### config.mk
export PLATFORM = sky130hd
export DESIGN_NAME = periodic_timer_deadline_scheduler_unit
export DESIGN_NICKNAME = d
export VERILOG_FILES = /design/src/hw/rtl/ptds_pkg.sv /design/src/hw/rtl/ptds_table.sv /design/src/hw/rtl/periodic_timer_deadline_scheduler_unit.sv
export VERILOG_INCLUDE_DIRS = /design/src /design/src/hw/rtl
export SDC_FILE = /design/constraint.sdc
export NUM_CORES = 1
export LEC_CHECK = 0
export CAP_MARGIN = 5
export CORE_MARGIN = 1.5
export CORE_UTILIZATION = 50
export CTS_CLUSTER_DIAMETER = 150
export CTS_CLUSTER_SIZE = 40
export DETAILED_ROUTE_END_ITERATION = 16
export DONT_BUFFER_PORTS = 1
export HOLD_SLACK_MARGIN = 0.12
export PLACE_DENSITY = 0.71
export SYNTH_ARGS = -nofsm -noshare
export SYNTH_HDL_FRONTEND = slang
export SYNTH_HIERARCHICAL = 1
export SYNTH_SLANG_ARGS = --single-unit
### constraint.sdc
create_clock -name clock -period 19.39 [get_ports clock]
set_clock_uncertainty 0.05 [all_clocks]
set_input_delay 0 -clock clock [delete_from_list [all_inputs] [get_ports clock]]
set_output_delay 0 -clock clock [all_outputs]
set_load 0.01 [all_outputs]
### src/hw/rtl/periodic_timer_deadline_scheduler_unit_defines.svh
// ----------------------------------------------------------------------------
// Periodic timer deadline scheduler assertion macros
// Shared concurrent assertion forms, clocked on clock and disabled in reset.
// ----------------------------------------------------------------------------
`ifndef PERIODIC_TIMER_DEADLINE_SCHEDULER_UNIT_DEFINES_SVH
`define PERIODIC_TIMER_DEADLINE_SCHEDULER_UNIT_DEFINES_SVH

// Check that a condition holds in the same cycle as its trigger.
`define PTDS_ASSERT_NOW(name, trig, expr, msg) \
   name: assert property (@(posedge clock) disable iff (reset) (trig) |-> (expr)) \
      else $error(msg);

// Check that a condition holds in the cycle after its trigger.
`define PTDS_ASSERT_NEXT(name, trig, expr, msg) \
   name: assert property (@(posedge clock) disable iff (reset) (trig) |=> (expr)) \
      else $error(msg);

`endif

### src/hw/rtl/ptds_pkg.sv
// ----------------------------------------------------------------------------
// Periodic timer deadline scheduler package
// Field widths, codes, slot entry layout and control bundles.
// ----------------------------------------------------------------------------
package ptds_pkg;

   localparam int PERIOD_W   = 24;
   localparam int OWNER_W    = 10;
   localparam int STATUS_W   = 2;
   localparam int REQ_DATA_W = 40;
   localparam int RSP_DATA_W = 40;

   localparam logic ACTION_ADD    = 1'b0;
   localparam logic ACTION_EXPIRE = 1'b1;

   localparam logic [STATUS_W-1:0] STATUS_OK    = 2'd0;
   localparam logic [STATUS_W-1:0] STATUS_FULL  = 2'd1;
   localparam logic [STATUS_W-1:0] STATUS_ZERO  = 2'd2;
   localparam logic [STATUS_W-1:0] STATUS_EMPTY = 2'd3;

   typedef enum logic [1:0] {
      ST_IDLE = 2'b01,
      ST_SCAN = 2'b10
   } state_type;

   typedef struct packed {
      logic [PERIOD_W-1:0] period;
      logic [PERIOD_W-1:0] remaining;
      logic [OWNER_W-1:0]  owner;
   } slot_entry_type;

   typedef struct packed {
      logic rd_en;     // fetch the slot at the read index
      logic wr_en;     // write the slot at the write index
      logic wr_load;   // write a new timer instead of the updated slot
   } table_ctrl_type;

   typedef struct packed {
      logic                fires;
      logic [OWNER_W-1:0]  owner;
      logic [PERIOD_W-1:0] new_rem;
   } slot_view_type;

endpackage

### src/hw/rtl/ptds_table.sv
// ----------------------------------------------------------------------------
// Periodic timer slot table
// Slot memory with registered read and the per-slot expiry update.
// ----------------------------------------------------------------------------
module ptds_table import ptds_pkg::*; #(
   parameter int SLOTS = 16,
   parameter int IW    = 4
) (
   input  logic                clock,
   input  table_ctrl_type      ctrl,
   input  logic [IW-1:0]       rd_idx,
   input  logic [IW-1:0]       wr_idx,
   input  logic [PERIOD_W-1:0] load_period,
   input  logic [OWNER_W-1:0]  load_owner,
   input  logic [PERIOD_W-1:0] elapsed,
   output slot_view_type       view
);

   slot_entry_type slot_ram_ff [SLOTS];
   slot_entry_type rd_q_ff;
   slot_entry_type wr_entry;
   logic [PERIOD_W-1:0] sub_rem;

   // Saturating subtract, reload on reaching zero.
   always_comb begin
      sub_rem = (rd_q_ff.remaining > elapsed) ? (rd_q_ff.remaining - elapsed) : '0;
      view.fires   = (sub_rem == '0);
      view.owner   = rd_q_ff.owner;
      view.new_rem = view.fires ? rd_q_ff.period : sub_rem;
   end

   always_comb begin
      if (ctrl.wr_load) begin
         wr_entry = '{period: load_period, remaining: load_period, owner: load_owner};
      end else begin
         wr_entry = '{period: rd_q_ff.period, remaining: view.new_rem,
                      owner: rd_q_ff.owner};
      end
   end

   always_ff @(posedge clock) begin
      if (ctrl.wr_en) begin
         slot_ram_ff[wr_idx] <= wr_entry;
      end
      if (ctrl.rd_en) begin
         rd_q_ff <= slot_ram_ff[rd_idx];
      end
   end

endmodule

### src/hw/rtl/periodic_timer_deadline_scheduler_unit.sv
// ----------------------------------------------------------------------------
// Periodic timer deadline scheduler unit
// Table of periodic timers with add and expiry items over a stream interface.
// ----------------------------------------------------------------------------
// An add item (req_tuser = 0) stores a timer in the next free slot and returns
// one item with the new shortest interval; a full table or a zero period is
// rejected with a status. An expiry item (req_tuser = 1) subtracts the current
// shortest interval from every stored timer, reloads those that reach zero and
// returns one item per fired timer in slot order; the final item carries
// rsp_tlast and the new shortest interval. Expiry on an empty table returns one
// item with status empty. An add or an empty expiry is handled in the idle state;
// an expiry sweeps the slot memory, which reads one slot per cycle, pausing while
// a fired slot must push the pending item to a busy result side, and writes
// each slot back from the read register. A result that waits in the result
// register holds off the next item; the next item can be accepted in the same
// cycle that the waiting result is taken.
// ----------------------------------------------------------------------------
`include "periodic_timer_deadline_scheduler_unit_defines.svh"

module periodic_timer_deadline_scheduler_unit import ptds_pkg::*; #(
   parameter int TIMER_SLOTS = 16
) (
   input  logic                  clock,
   input  logic                  reset,
   // request item
   input  logic                  req_tvalid,
   output logic                  req_tready,
   input  logic [REQ_DATA_W-1:0] req_tdata,   // period[23:0], owner[33:24], zero pad
   input  logic                  req_tuser,   // action
   // result item
   output logic                  rsp_tvalid,
   input  logic                  rsp_tready,
   output logic [RSP_DATA_W-1:0] rsp_tdata,   // fired_owner[9:0], next_interval[33:10], pad
   output logic [2:0]            rsp_tuser,   // fired[0], status[2:1]
   output logic                  rsp_tlast
);

   localparam int CW = $clog2(TIMER_SLOTS + 1);
   localparam int IW = (TIMER_SLOTS > 1) ? $clog2(TIMER_SLOTS) : 1;
   localparam logic [CW-1:0] SLOTS_C = CW'(TIMER_SLOTS);

   // Request fields
   logic [PERIOD_W-1:0] req_period;
   logic [OWNER_W-1:0]  req_owner;
   assign req_period = req_tdata[PERIOD_W-1:0];
   assign req_owner  = req_tdata[PERIOD_W+OWNER_W-1:PERIOD_W];

   // Control and scan state
   state_type           state_ff, state_in;
   logic [CW-1:0]       entry_count_ff, entry_count_in;
   logic [PERIOD_W-1:0] cur_min_ff, cur_min_in;
   logic [CW-1:0]       rd_idx_ff, rd_idx_in;
   logic [CW-1:0]       proc_idx_ff, proc_idx_in;
   logic                scan_pv_ff, scan_pv_in;
   logic                pend_valid_ff, pend_valid_in;
   logic [OWNER_W-1:0]  pend_owner_ff, pend_owner_in;
   logic [PERIOD_W-1:0] minv_ff, minv_in;

   // Result register
   logic                rsp_valid_ff, rsp_valid_in;
   logic                rsp_fired_ff, rsp_fired_in;
   logic [OWNER_W-1:0]  rsp_owner_ff, rsp_owner_in;
   logic [PERIOD_W-1:0] rsp_next_ff, rsp_next_in;
   logic [STATUS_W-1:0] rsp_status_ff, rsp_status_in;
   logic                rsp_last_ff, rsp_last_in;

   table_ctrl_type      tbl_ctrl;
   slot_view_type       slot_view;
   logic [IW-1:0]       tbl_wr_idx;

   logic out_free, req_fire, in_scan, stall, proc_go, scan_done;
   logic table_full, add_ok;

   assign out_free   = !rsp_valid_ff || rsp_tready;
   assign req_tready = (state_ff == ST_IDLE) && out_free;
   assign req_fire   = req_tvalid && req_tready;
   assign in_scan    = (state_ff == ST_SCAN);
   assign table_full = (entry_count_ff >= SLOTS_C);
   assign add_ok     = req_fire && (req_tuser == ACTION_ADD) && !table_full
                       && (req_period != '0);

   // Hold the scan when a fired slot must push the pending item to a busy output.
   assign stall     = scan_pv_ff && slot_view.fires && pend_valid_ff && !out_free;
   assign proc_go   = in_scan && scan_pv_ff && !stall;
   assign scan_done = in_scan && !scan_pv_ff && (rd_idx_ff == entry_count_ff);

   // Slot memory control: adds write the next free slot, the scan reads ahead
   // one slot and writes back the slot whose data sits in the read register.
   always_comb begin
      tbl_ctrl.rd_en   = in_scan && !stall && (rd_idx_ff < entry_count_ff);
      tbl_ctrl.wr_en   = add_ok || proc_go;
      tbl_ctrl.wr_load = add_ok;
      tbl_wr_idx       = add_ok ? entry_count_ff[IW-1:0] : proc_idx_ff[IW-1:0];
   end

   ptds_table #(
      .SLOTS (TIMER_SLOTS),
      .IW    (IW)
   ) u_table (
      .clock       (clock),
      .ctrl        (tbl_ctrl),
      .rd_idx      (rd_idx_ff[IW-1:0]),
      .wr_idx      (tbl_wr_idx),
      .load_period (req_period),
      .load_owner  (req_owner),
      .elapsed     (cur_min_ff),
      .view        (slot_view)
   );

   // Next state of the sequencer and the scan registers
   always_comb begin
      state_in       = state_ff;
      entry_count_in = entry_count_ff;
      cur_min_in     = cur_min_ff;
      rd_idx_in      = rd_idx_ff;
      proc_idx_in    = proc_idx_ff;
      scan_pv_in     = scan_pv_ff;
      pend_valid_in  = pend_valid_ff;
      pend_owner_in  = pend_owner_ff;
      minv_in        = minv_ff;

      unique case (state_ff)
         ST_IDLE: begin
            if (add_ok) begin
               entry_count_in = entry_count_ff + 1'b1;
               if (entry_count_ff == '0 || req_period < cur_min_ff) begin
                  cur_min_in = req_period;
               end
            end else if (req_fire && req_tuser == ACTION_EXPIRE
                         && entry_count_ff != '0) begin
               // start the sweep over all stored slots
               state_in      = ST_SCAN;
               rd_idx_in     = '0;
               scan_pv_in    = 1'b0;
               pend_valid_in = 1'b0;
               minv_in       = '1;
            end
         end
         ST_SCAN: begin
            if (proc_go) begin
               if (slot_view.new_rem < minv_ff) begin
                  minv_in = slot_view.new_rem;
               end
               if (slot_view.fires) begin
                  pend_valid_in = 1'b1;
                  pend_owner_in = slot_view.owner;
               end
            end
            if (!stall) begin
               // advance the read pipeline by one slot
               scan_pv_in = tbl_ctrl.rd_en;
               if (tbl_ctrl.rd_en) begin
                  proc_idx_in = rd_idx_ff;
                  rd_idx_in   = rd_idx_ff + 1'b1;
               end
            end
            if (scan_done && out_free) begin
               cur_min_in = minv_ff;
               state_in   = ST_IDLE;
            end
         end
         default: begin
            state_in = ST_IDLE;
         end
      endcase
   end

   // Result register load
   always_comb begin
      rsp_valid_in  = rsp_valid_ff && !rsp_tready;
      rsp_fired_in  = rsp_fired_ff;
      rsp_owner_in  = rsp_owner_ff;
      rsp_next_in   = rsp_next_ff;
      rsp_status_in = rsp_status_ff;
      rsp_last_in   = rsp_last_ff;

      priority if (req_fire && !(req_tuser == ACTION_EXPIRE && entry_count_ff != '0)) begin
         // single-item answers: add, rejected add, expiry on empty table
         rsp_valid_in = 1'b1;
         rsp_fired_in = 1'b0;
         rsp_owner_in = '0;
         rsp_last_in  = 1'b1;
         if (req_tuser == ACTION_EXPIRE) begin
            rsp_status_in = STATUS_EMPTY;
            rsp_next_in   = '0;
         end else if (table_full) begin
            rsp_status_in = STATUS_FULL;
            rsp_next_in   = cur_min_ff;
         end else if (req_period == '0) begin
            rsp_status_in = STATUS_ZERO;
            rsp_next_in   = cur_min_ff;
         end else begin
            rsp_status_in = STATUS_OK;
            rsp_next_in   = (entry_count_ff == '0 || req_period < cur_min_ff) ?
                            req_period : cur_min_ff;
         end
      end else if (proc_go && slot_view.fires && pend_valid_ff) begin
         // a later slot fired, so the pending one is not the last
         rsp_valid_in  = 1'b1;
         rsp_fired_in  = 1'b1;
         rsp_owner_in  = pend_owner_ff;
         rsp_next_in   = '0;
         rsp_status_in = STATUS_OK;
         rsp_last_in   = 1'b0;
      end else if (scan_done && out_free) begin
         rsp_valid_in  = 1'b1;
         rsp_fired_in  = pend_valid_ff;
         rsp_owner_in  = pend_valid_ff ? pend_owner_ff : '0;
         rsp_next_in   = minv_ff;
         rsp_status_in = STATUS_OK;
         rsp_last_in   = 1'b1;
      end else begin
         rsp_valid_in = rsp_valid_ff && !rsp_tready;
      end
   end

   always_ff @(posedge clock) begin
      if (reset) begin
         state_ff       <= ST_IDLE;
         entry_count_ff <= '0;
         cur_min_ff     <= '0;
         scan_pv_ff     <= 1'b0;
         pend_valid_ff  <= 1'b0;
         rsp_valid_ff   <= 1'b0;
         rd_idx_ff      <= '0;
      end else begin
         state_ff       <= state_in;
         entry_count_ff <= entry_count_in;
         cur_min_ff     <= cur_min_in;
         scan_pv_ff     <= scan_pv_in;
         pend_valid_ff  <= pend_valid_in;
         rsp_valid_ff   <= rsp_valid_in;
         rd_idx_ff      <= rd_idx_in;
      end
   end

   always_ff @(posedge clock) begin
      proc_idx_ff   <= proc_idx_in;
      pend_owner_ff <= pend_owner_in;
      minv_ff       <= minv_in;
      rsp_fired_ff  <= rsp_fired_in;
      rsp_owner_ff  <= rsp_owner_in;
      rsp_next_ff   <= rsp_next_in;
      rsp_status_ff <= rsp_status_in;
      rsp_last_ff   <= rsp_last_in;
   end

   // Result ports
   assign rsp_tvalid = rsp_valid_ff;
   assign rsp_tdata  = {{(RSP_DATA_W - OWNER_W - PERIOD_W){1'b0}}, rsp_next_ff, rsp_owner_ff};
   assign rsp_tuser  = {rsp_status_ff, rsp_fired_ff};
   assign rsp_tlast  = rsp_last_ff;

   // Assertions
   `PTDS_ASSERT_NOW(a_count_bound, 1'b1, entry_count_ff <= SLOTS_C, "entry count above slots")
   `PTDS_ASSERT_NOW(a_proc_in_range, in_scan && scan_pv_ff,
                    proc_idx_ff < entry_count_ff, "scan slot beyond entry count")
   `PTDS_ASSERT_NOW(a_min_nonzero, state_ff == ST_IDLE && entry_count_ff != '0,
                    cur_min_ff != '0, "zero shortest interval with stored timers")
   `PTDS_ASSERT_NEXT(a_add_counts, add_ok,
                     entry_count_ff == $past(entry_count_ff) + 1'b1, "accepted add did not count")

endmodule

==> impl_metrics.ini, run 1 <==
[detailed_routing]
routed_wl_mm = 105.3
wl_per_cell_um = 29.23
avgViaCountPerCell = 6.438
drcViolationCount = 0
dr.first_iter.drc_count = 2842
num_vias = 23200
firstDrtPassIters = 6
antenna_left = 0

[critical_path]
cpMaxStageDelayCell = nand3_1
crit_family = compound AO/OA/AOI/OAI gates
cp.arrival_ns = 7.83
critPathBufInv = 1
cp.required_ns = 19.65
reg2reg_slack_ns = 11.82
r2r-start = cur_min_ff[0]$_SDFFE_PP0P_
timing.rr.end = minv_ff[12]$_SDFFCE_PN1P_
cpPeakStageDelay_ns = 0.93
reg2reg_depth = 19
critPathCapture = minv_ff[12]$_SDFFCE_PN1P_
crit_chain = ha_1 > fa_1 > nor2b_1 > o2111ai_1 > a211oi_1 > or2_1 > xnor2_1 > o2111ai_1 > or4_1 > o21a_1 > buf_4 > o22ai_1 > ha_1 > a21o_1 > a21oi_1 > nor2_1 > a2111oi_0 > o311ai_0 > nand3_1
start_kind = flip-flop
cp_max_fo = 34
path_class = flip-flop to flip-flop
cp-end-kind = flip-flop
crit_start = cur_min_ff[0]$_SDFFE_PP0P_
worstSetupPathDepth = 19

[clock_network]
numCtsBuffers = 31
ctsResizeCount = 0
root_buffer = clkbuf_16
post_cts_buffers = 0
cts_sinks = 1101
postCtsHoldBufs = 58
clock_path_buffers = 3
insertion_delay_ns = 0.71
cts_tree = done
h-tree-depth = 1
clkTransAtPathRegs_ns = 0.14

[grt]
grt_pass1_vias = 23280
antenna_found_initial = 1
grt_pass1_wl_mm = 155.6
grt_max_degree = 134
grt_usage_pct = 22.64
grt_overflow = 0

[floorplan]
die_x_um = 304.9
ios = 91
rows = 110
start_util_pct = 50.56
die_h_um = 304.9
die-area_sq_mm = 0.09298
coreArea_sq_mm = 0.09015

[timing]
max_slew_margin_pct = 7.983
fin_crit_ns = 7.570
final.setup.worst_slack_ns = 11.82
setup_viol = 0
period_share_pct = 39.04
worst_slew_pin_slew_ns = 1.377
setup_tns_ns = 0
clock.fmax_mhz = 132.1
drv_slew = 0
rsz0062_at_grt = no
hold_viol_final = 0

[place]
post-place-ws_ns = 12.00
place_congestion = 0.9048
dp_hpwl_mm = 61.56
io_buffers = 0

[yosys]
yosys.area.top_type = edfxtp_1
synthCells = 2399
syn_area_sq_mm = 0.04558
synth.most_common_cell = edfxtp_1
synth_top_area_share_pct = 69.18
ys.warnings.count = 6
ys_ff_latch = 1101
ys_seq_area_share_pct = 71.42
synth.top_cells.by_area = edfxtp_1, mux4_2, dfxtp_1
synth-main-ff-cell = edfxtp_1
syn_avg_cell_area_sq_um = 19.00
synth_common_cells = edfxtp_1, mux4_2, nand2_1, inv_1, clkbuf_1
synth_cell_types = 83
synth_edf_count = 1050
synthArstFlopShare_pct = 0

[cells_and_area]
final_net_count = 2526
antennaDiodeCount = 0
drive_gt1_share_pct = 18.54
fillCellCount = 6707
syn2layout_area_growth_pct = 6.248

[power_and_ir_drop]
max-vdd-ir-drop_mv = 0.07448
powerDensity_mw_per_mm2 = 79.19
leakage_nw = 14.74

[run]
drv_cap = 0

[min_path]
min_path_type = input port to flip-flop

[outcome]
status = finished clean
## state kept, by name (all words and copies together), names as in the netlist
| register | flops |
|---|---|
| minv_ff | 24 |
| rsp_owner_ff | 10 |
| rsp_status_ff | 2 |
| rsp_fired_ff | 1 |
| rsp_next_ff | 24 |
| pend_owner_ff | 10 |
| entry_count_ff | 5 |
| rsp_tlast | 1 |
| pend_valid_ff | 1 |
| u_table/rd_q_ff | 48 |
| proc_idx_ff | 4 |
| rsp_tvalid | 1 |
| state_ff | 2 |
| u_table/slot_ram_ff | 928 |
| cur_min_ff | 24 |
| u_table/view | 10 |
| scan_pv_ff | 1 |
| rd_idx_ff | 5 |
## layout by cell type, fill, tap and decap left out, types with 6 or more instances in the layout
| cell type | Yosys | final |
|---|---|---|
| edfxtp_1 | 1050 | 1050 |
| mux4_2 | 290 | 290 |
| nand2_1 | 131 | 131 |
| inv_1 | 104 | 104 |
| ha_1 | 78 | 78 |
| dlygate4sd3_1 | 0 | 57 |
| dfxtp_1 | 51 | 47 |
| nor2_1 | 57 | 44 |
| buf_4 | 17 | 42 |
| a21oi_1 | 35 | 35 |
| nand2b_1 | 34 | 34 |
| nand3_1 | 31 | 31 |
| nor3_1 | 36 | 31 |
| o21ai_0 | 31 | 31 |
| clkbuf_16 | 0 | 31 |
| o2bb2ai_1 | 27 | 27 |
| a22oi_1 | 26 | 26 |
| clkbuf_1 | 80 | 24 |
| a21o_1 | 23 | 23 |
| a221o_1 | 21 | 21 |
| a22o_1 | 18 | 18 |
| nand4_1 | 15 | 15 |
| o221ai_2 | 14 | 14 |
| o22ai_1 | 13 | 13 |
| xnor2_1 | 13 | 13 |
| mux2_2 | 12 | 12 |
| nor2_4 | 0 | 12 |
| a31oi_1 | 10 | 9 |
| nor4_1 | 9 | 9 |
| and2_1 | 8 | 8 |
| and4_1 | 7 | 7 |
| o211ai_1 | 7 | 7 |
| a211oi_1 | 6 | 6 |
| or3_1 | 6 | 6 |
| conb_1 | 1 | 6 |
| o211ai_2 | 6 | 6 |
## cell families (layout without fill, tap and decap cells)
group	count (synthesis)	in the layout	synth area share [%]
and+or+nand+nor	368	368	3.997
xor gates and xnor gates	18	18	0.3459
AOI/OAI and AO/OA	286	286	5.087
other	1	6	0.008228
adders and majority gates	79	79	2.185
muxes	303	303	14.65
DFF	1101	1101	71.42
buffers and inverters	243	266	2.309
## where the power goes
group | switching [mW] | leakage, nW | internal [mW] | total (mW)
Sequential | 0.0110 | 9.82 | 2.64 | 2.65
Clock | 0.654 | 0.432 | 0.314 | 0.968
Combinational | 0.153 | 4.49 | 0.0594 | 0.212
Total | 0.818 | 14.7 | 3.02 | 3.83
## metal layers
layer	part of all wire, %	track usage [%]	wire length, um	vias to the layer above
li1	-	-	-	9745
met1	41	33.00	43550	12320
met2	49	37.02	51140	1010
met3	7.3	1.905	7641	123
met4	2.8	6.349	2975	0
met5	0	0	0	-
## final cells by class
type                            count  area, sq um  area share [%]
Tap cell                         1176         1471           3.039
Timing Repair Buffer              102        945.9           1.953
Clock buffer                       55        865.8           1.788
Sequential cell                  1101        32570           67.25
Multi-Input combinational cell   1060        12130           25.05
Inverter                          106        399.1          0.8242
Clock inverter                      3        45.04         0.09302
## stage by stage
stage               total power [mW]  std cells  hold slack, ns  instance area, sq um  utilization [%]
floorplan                      2.837       2404          0.1457                 45600                -
global placement               2.891       3487         0.02380                 46920            52.05
detailed placement             2.902       3487         0.02404                 46920            52.05
CTS                            3.848       3603          0.1249                 48430            53.72
global route                   3.940       3603          0.1407                 48430            53.72
finish                         3.835       3603          0.1594                 48430            53.72
## worst min path at each step
stage / start / end / slack, ns / cells after the start
6_report: req_tdata[22] / rsp_next_ff[22]$_DFFE_PP_ / 0.16 / 2
4_1_cts: req_tdata[8] / rsp_next_ff[8]$_DFFE_PP_ / 0.12 / 2
2_1_floorplan: req_tuser / rsp_status_ff[0]$_SDFFCE_PN0P_ / 0.15 / 2
5_1_grt: req_tdata[8] / rsp_next_ff[8]$_DFFE_PP_ / 0.14 / 2
3_3_place_gp: reset / rd_idx_ff[1]$_SDFFE_PP0P_ / 0.02 / 1
3_5_place_dp: reset / rd_idx_ff[1]$_SDFFE_PP0P_ / 0.02 / 1
Note: power is estimated with default switching activity, not from simulation.
==> inputs of run 2 (changes only) <==
==> constraint.sdc (replaced) <==
create_clock -name clock -period 6.99 [get_ports clock]
set_clock_uncertainty 0.05 [all_clocks]
set_input_delay 0 -clock clock [delete_from_list [all_inputs] [get_ports clock]]
set_output_delay 0 -clock clock [all_outputs]
set_load 0.01 [all_outputs]
==> run 2 against run 1 <==
Effect of this change:
- first-iteration DRC count rose by 3.2%
- non-clock buffer count rose by 36
- die area did not move
- via count fell by 0.20%
- combinational power rose to 2.8 times the previous value
- fmax rose by 19%
- clock power rose to 2.8 times the previous value
- final area rose by 1.5%
- global-route usage fell by 0.58 points
- sequential share of layout area fell by 1.0 points
- highest routed layer unchanged
==> impl_metrics.ini, run 2 (synthesis results as in run 1) <==
[outcome]
status = finished clean

[min_path]
min_path_type = input port to flip-flop
hold_path_startpoint = req_tdata[21]

[cells_and_area]
layout_commonest_cell = edfxtp_1
syn2layout_area_growth_pct = 7.873
final_util_pct = 54.54
drive_gt1_share_pct = 19.61
largest_reg_flops = 928
top_regs = u_table/slot_ram_ff (928), u_table/rd_q_ff (48)
final_net_count = 2562
instances_no_fill = 3639
final_cell_mix = edfxtp_1, mux4_2, nand2_1, inv_1, ha_1
antennaDiodeCount = 0
top_register = u_table/slot_ram_ff

[power_and_ir_drop]
seqPwrFrac_pct = 69.2
power.internal_mw = 8.377
max-vdd-ir-drop_mv = 0.2173
swShare_pct = 21.23
clockPowerShare_pct = 25.2
leakage_nw = 15.06
switchingPower_mw = 2.257
powerDensity_mw_per_mm2 = 216.3
finalPower_mw = 10.63
pwr-share-comb_pct = 5.6

[clock_network]
root_buffer = clkbuf_16
h-tree-depth = 1
post_cts_buffers = 0
clock_path_buffers = 3
clkTransAtPathRegs_ns = 0.18
cts_sinks = 1101
numCtsBuffers = 31
cts_tree = done
insertion_delay_ns = 0.71

[grt]
grt_usage_pct = 22.06
antenna_found_initial = 0
grt_pass1_wl_mm = 152.4
grt_max_degree = 131
grt_overflow = 0
grt_pass1_vias = 22870

[place]
dp_hpwl_mm = 62.58
place_congestion = 0.8710
post-place-ws_ns = 0.7240
dp_cells = 3518
io_buffers = 0

[critical_path]
cp.arrival_ns = 6.72
path_class = flip-flop to flip-flop
r2r-start = cur_min_ff[0]$_SDFFE_PP0P_
cp-end-kind = flip-flop
crit_start = cur_min_ff[0]$_SDFFE_PP0P_
cp_max_fo = 20
cp.required_ns = 7.36
start_kind = flip-flop

[timing]
rsz0062_at_grt = no
setup_viol = 0
clock.fmax_mhz = 157.4
drv_slew = 0
period_share_pct = 90.87
max_slew_margin_pct = 8.924
final.setup.worst_slack_ns = 0.6382
hold_viol_final = 0
fin_crit_ns = 6.352
setup_tns_ns = 0
worst_slew_pin_slew_ns = 1.366

[detailed_routing]
avgViaCountPerCell = 6.362
num_vias = 23150
firstDrtPassIters = 6
dr.first_iter.drc_count = 2933
drcViolationCount = 0
routed_wl_mm = 103.4
antenna_left = 0
wl_per_cell_um = 28.41

[floorplan]
rows = 110
coreArea_sq_mm = 0.09015
start_util_pct = 50.56
ios = 91
die_h_um = 304.9
die-area_sq_mm = 0.09298
die_x_um = 304.9

[run]
drv_cap = 0
==> run 2: cell count changes in the layout (fill, tap and decap cells not counted), sizes merged <==
cell         previous run  this run
clkbuf                 55        56
clkinv                  2         1
buf                    45        78
dlygate4sd3            57        60
==> run 2: power groups by stage <==
stage          clock, mW  sequential [mW]  combinational [mW]
2_1_floorplan          0             7.51               0.364
3_3_place_gp           0             7.51               0.518
3_5_place_dp           0             7.51               0.542
4_1_cts             2.73             7.36               0.584
5_1_grt             2.92             7.37               0.640
6_report            2.68             7.36               0.594
==> run 2: what timing repair did <==
item / CTS / global route
setup endpoints to repair: 0 / 0
hold buffers: 61 / 0
hold endpoints to repair: 893 / 0
resized for setup: 0 / 0
==> run 2: routing by layer <==
layer	up-vias	part of all wire [%]	global-route usage, %
met5	-	0	0
met4	0	1.5	3.744
met3	85	7.5	2.204
met2	954	49	36.10
met1	12270	42	32.91
li1	9841	-	-
==> run 2: area by class of cell <==
class / instances / area [sq um]
Multi-Input combinational cell: 1060 / 12160
Timing Repair Buffer: 138 / 1662
Sequential cell: 1101 / 32570
Fill cell: 6678 / 40980
Clock inverter: 2 / 40.04
Tap cell: 1176 / 1471
Clock buffer: 56 / 869.6
Inverter: 106 / 399.1
==> run 2: final timing paths <==
check                                               endpoint  slack (ns)  depth (start not counted)
worst max-delay path                minv_ff[4]$_SDFFCE_PN1P_        0.64                         20
worst min-delay path             cur_min_ff[21]$_SDFFE_PP0P_        0.15                          3
worst max register to register      minv_ff[4]$_SDFFCE_PN1P_        0.64                         20
worst min register to register  rsp_owner_ff[8]$_SDFFE_PP0P_        0.41                          1
==> run 2: worst max-delay path, cell delays in order, from the launching register on <==
cell and delay, ns:
dfxtp_1 0.39, ha_1 0.25, fa_1 0.40, nor2b_1 0.23, o2111ai_1 0.26, a211oi_1 0.32, buf_4 0.18, or2_1 0.15
xnor2_1 0.26, o2111ai_1 0.18, or4_1 0.56, o21a_2 0.40, buf_4 0.29, o22ai_1 0.29, ha_1 0.32, a21o_1 0.19
a21o_1 0.17, a2111oi_0 0.51, o311ai_0 0.25, nand3_1 0.18, buf_4 0.24
==> run 2: per-stage QoR <==
step	instance area, sq um	hold slack (ns)
6_report	49170	0.1490
4_1_cts	49150	0.1213
3_3_place_gp	47620	0.02815
3_5_place_dp	47620	0.03338
5_1_grt	49170	0.1221
2_1_floorplan	45630	0.1457
